--- src/d2c_floor_div.sv ---
module d2c_floor_div #(
	parameter int NW = 40,
	parameter int DW = 17,
	parameter int TW = 1
) (
	input  logic                 clk,
	input  logic                 arst_n,
	input  logic                 en,
	input  logic                 in_valid,
	input  logic signed [NW-1:0] num,
	input  logic [DW-1:0]        den,
	input  logic [TW-1:0]        tag_in,
	output logic                 out_valid,
	output logic signed [NW-1:0] quo,
	output logic [TW-1:0]        tag_out
);

	localparam int MW = ((NW > DW) ? NW : DW) + 1;

	logic          v_q   [MW+1];
	logic          neg_q [MW+1];
	logic [DW-1:0] d_q   [MW+1];
	logic [MW-1:0] dv_q  [MW+1];
	logic [DW-1:0] rm_q  [MW+1];
	logic [TW-1:0] tg_q  [MW+1];

	logic [DW:0]   trial [MW];
	logic [DW:0]   diff  [MW];
	logic          ge    [MW];

	logic [MW-1:0] num_x;
	logic [MW-1:0] mag;

	logic                 out_v_q;
	logic signed [NW-1:0] quo_q;
	logic [TW-1:0]        tag_q;

	// floor for negative numerators: -ceil(|n| / d)
	always_comb begin
		num_x = MW'(num);
		mag   = num[NW-1] ? (~num_x + MW'(den)) : num_x;
	end

	always_comb begin
		for (int k = 0; k < MW; k++) begin
			trial[k] = {rm_q[k], dv_q[k][MW-1]};
			diff[k]  = trial[k] - {1'b0, d_q[k]};
			ge[k]    = trial[k] >= {1'b0, d_q[k]};
		end
	end

	always_ff @(posedge clk or negedge arst_n) begin
		if (!arst_n) begin
			for (int k = 0; k <= MW; k++) begin
				v_q[k] <= 1'b0;
			end
			out_v_q <= 1'b0;
		end else if (en) begin
			v_q[0] <= in_valid;
			for (int k = 0; k < MW; k++) begin
				v_q[k+1] <= v_q[k];
			end
			out_v_q <= v_q[MW];
		end
	end

	always_ff @(posedge clk) begin
		if (en) begin
			neg_q[0] <= num[NW-1];
			d_q[0]   <= den;
			dv_q[0]  <= mag;
			rm_q[0]  <= '0;
			tg_q[0]  <= tag_in;
			for (int k = 0; k < MW; k++) begin
				neg_q[k+1] <= neg_q[k];
				d_q[k+1]   <= d_q[k];
				tg_q[k+1]  <= tg_q[k];
				dv_q[k+1]  <= {dv_q[k][MW-2:0], ge[k]};
				rm_q[k+1]  <= ge[k] ? diff[k][DW-1:0] : trial[k][DW-1:0];
			end
			quo_q <= neg_q[MW] ? NW'(~dv_q[MW] + 1'b1) : NW'(dv_q[MW]);
			tag_q <= tg_q[MW];
		end
	end

	assign out_valid = out_v_q;
	assign quo       = quo_q;
	assign tag_out   = tag_q;

endmodule

--- config.mk ---
export PLATFORM = sky130hd
export DESIGN_NAME = d2c_floor_div
export DESIGN_NICKNAME = d
export VERILOG_FILES = /design/src/d2c_floor_div.sv
export SDC_FILE = /design/constraint.sdc
export NUM_CORES = 2
export LEC_CHECK = 0
export BUFFER_PORTS_ARGS = -buffer_cell sky130_fd_sc_hd__buf_2
export CAP_MARGIN = 5
export CELL_PAD_IN_SITES_DETAIL_PLACEMENT = 0
export CELL_PAD_IN_SITES_GLOBAL_PLACEMENT = 2
export CORE_UTILIZATION = 47
export CTS_BUF_LIST = sky130_fd_sc_hd__clkbuf_4 sky130_fd_sc_hd__clkbuf_8 sky130_fd_sc_hd__clkbuf_16
export CTS_CLUSTER_DIAMETER = 150
export DETAILED_ROUTE_END_ITERATION = 12
export PLACE_DENSITY_LB_ADDON = 0.1
export SETUP_SLACK_MARGIN = 0.4
export SYNTH_ARGS = -nofsm -noshare
export SYNTH_HDL_FRONTEND = slang
export SYNTH_SLANG_ARGS = --single-unit
--- constraint.sdc ---
create_clock -name clk -period 5 [get_ports clk]
set_clock_uncertainty 0.15 [all_clocks]
set_input_delay 0.5 -clock clk [delete_from_list [all_inputs] [get_ports clk]]
set_output_delay 0.5 -clock clk [all_outputs]
set_load 0.02 [all_outputs]
==> flow_summary.toml <==
[timing]
fin_crit_sh_pct = 86.3
final.setup.tns_ns = 0
min_period_ns = 4.32
clock.fmax_ghz = 0.232
hold_viol = 0
worstMarginPinSlew_ns = 1.24
setup_viol = 0
slew_headroom_pct = 16.7
rsz0062_at_grt = "no"
drv_slew = 0

[grt]
grt_pass1_vias = 76081
grtUsageTotal_pct = 18.2
grt_pass1_wl_um = 433000
grt_max_degree = 169
grt_remaining_overflow = 0
antenna_found_initial = 11

[cells_and_area]
layout.nets = 10930
postLayoutCellArea_um2 = 159000
multi_input_area_um2 = 40100
n_fill_cell = 24237
drive_gt1_share_pct = 12.3
area.sequential_um2 = 96700
finish.utilization_pct = 53.6
area_growth_pct = 13.2

[logic_synthesis]
synthArstFlopShare_pct = 1.33
syn_area_per_cell_um2 = 14.6
yosys.cell_count.top_type = "edfxtp_1"
ys_types = 88
yosysSeqAreaShare_pct = 68.6
synth_common_cells = "edfxtp_1 (3183), inv_1 (955), ha_1 (700)"
ys.warnings.count = 0
synth_top_area_share_pct = 67.9
synthCells = 9634
post-synth-top-area-cell = "edfxtp_1"
syn_nets = 10436
synth.area.top_cells = "edfxtp_1 (68%), ha_1 (6.2%), mux2_2 (3.1%), inv_1 (2.5%), xnor2_1 (2.2%)"
synth_area_um2 = 141000
synth-edff-count = 3183
synth-seq-cells = 3226
ys.flop_type = "edfxtp_1"

[die]
core_um2 = 298000
initial_core_util_pct = 47.3
die_w_um = 549
num_rows = 200
ioPinCount = 104
die_area_um2 = 302000
die_h_um = 549

[place]
finalWeightedCongestion = 0.854
detailed_place_hpwl_um = 194000
dpl_cell_area_um2 = 147000
io_buffers = 103

[routing]
totalWireLength_um = 277000
ant_nets = 0
routed.top_layer = "met5"
wl_met3_um = 10600
vias = 76446
vias_per_cell = 5.33
dr.pass1.iters = 5
drt-met1-wl_um = 130000
drtIter0Drc = 5683
wl_per_cell_um = 19.3
wl_met2_um = 127000
drcViolationCount = 0

[clock_tree]
cts.clk_slew.worst_paths_ns = 0.06
cts_made_buffers = 348
root_buffer = "clkbuf_16"
clock-sinks = 3226
insertion_delay_ns = 0.92
cts_max_level = 5
cts_tree = "yes"
clk_path_buf_depth = 4

[setup_path]
crit_type = "reg -> reg"
worstReg2RegEnd = "rm_q[0][222]"
worstPathMaxFanout = 17
cp.arrival_ns = 4.79
crit_path_end_kind = "register"
r2r_setup_slack_ns = 0.68
crit_required_ns = 5.47
crit_path_start_kind = "register"
worstRegToRegCells = 11
reg2reg_from = "dv_q[0][532]"

[pwr]
p_leak_uw = 0.0608
ir_drop_v = 0.000314
pwr-share-seq_pct = 41.4
power_switching_share_pct = 31.3
powerDensity_nw_per_um2 = 590
p_switching_uw = 29400
p_comb_share_pct = 31.2
p_int_uw = 64600
p_clk_share_pct = 27.4

[min_path]
whs_endpoint = "dv_q[0][14]"
worstHoldPathCells = 3
hold_path_class = "in -> reg"
worstHoldStart = "num[39]"

[run_status]
outcome = "finished, final reports clean"

[job]
maxCapViolations = 0
-- registers in the layout, indices dropped and copies added (netlist names) --
| name | cells |
|---|---|
| d_q | 697 |
| tag_out | 1 |
| rm_q | 680 |
| neg_q | 42 |
| tg_q | 42 |
| dv_q | 1681 |
| out_valid | 1 |
| v_q | 42 |
| quo | 40 |
-- per-layer routing --
| layer | vias up | global-route usage (%) |
|---|---|---|
| met5 | - | 0 |
| met4 | 2 | 6.15 |
| met3 | 481 | 2.23 |
| met2 | 1410 | 29.1 |
| met1 | 37202 | 25.9 |
| li1 | 37351 | - |
-- per-stage QoR --
step / setup WS [ns] / hold slack, ns / cells / power [µW]
finish: 0.685 / 0.0937 / 14348 / 94000
CTS: 0.509 / 0.00426 / 14345 / 95100
global route: 0.471 / 0.0672 / 14346 / 99800
global placement: 0.628 / 0.250 / 13635 / 68400
floorplan: 1.46 / 0.0544 / 9634 / 60300
detailed placement: 0.594 / 0.255 / 13636 / 68600
-- critical path, stage by stage (launching register included) --
cell and delay [ns]:
edfxtp_1 0.36, inv_1 0.09, ha_1 0.18, inv_1 0.06, fa_1 0.41, a21o_1 0.18
a21o_1 0.21, a2111oi_0 0.83, o21bai_1 0.31, a31oi_1 0.41, o21a_2 0.47, mux2_2 0.39
-- power groups by stage --
stage                     Clock (µW)  Combinational, µW  Sequential [µW]
after floorplan                    0              22400            37900
after global placement             0              28800            39600
after detailed placement           0              29100            39500
after CTS                      26600              29400            39000
after global routing           27500              32800            39400
final                          25800              29400            38900
-- cells by family (layout without fill, tap and decap cells) --
group	count (synthesis)	count (layout)	share of synthesized area [%]
compound gates	2062	2062	9.61
xor+xnor	507	507	3.15
fa+ha+maj	740	740	6.79
buf+inv	1107	1879	2.98
flops	3226	3226	68.6
mux	438	438	3.46
other cells	1	4	0.00266
simple gates	1553	1553	5.35
-- worst max path at each step --
stage,from,to,slack [ns],cells after the start
CTS,dv_q[0][532],rm_q[0][231],0.51,11
floorplan,dv_q[0][655],rm_q[1][10],1.46,13
global placement,dv_q[0][532],rm_q[0][227],0.63,11
global route,dv_q[1][491],rm_q[1][206],0.47,12
detailed placement,dv_q[0][532],rm_q[0][225],0.59,11
finish,dv_q[0][532],rm_q[0][222],0.68,11
-- cell usage in the layout, fill, tap and decap left out, types with 250 or more instances in the layout --
master        n
edfxtp_1   3183
inv_1       955
ha_1        700
a21oi_1     485
o21ai_0     475
nand2_1     474
nor2_1      394
mux2_2      391
xnor2_1     361
clkbuf_16   352
a21o_1      250
-- final cells by class --
class / count / area share (%)
flip-flops and latches: 3226 / 60.6
clock inverters: 199 / 1.40
diodes: 3 / 0.00471
multi-input cells: 5301 / 25.1
inverters: 956 / 2.25
repair buffers: 295 / 1.57
clock buffers: 429 / 5.91
well taps: 3939 / 3.09
-- what timing repair did --
action / 4_1_cts / 5_1_grt
hold endpoints to repair: 112 / 0
setup buffers: 0 / 0
resized for setup: 0 / 2
endpoints found under the setup margin: 0 / 17
hold buffers: 81 / 0
Note: power is estimated with default switching activity, not from simulation.
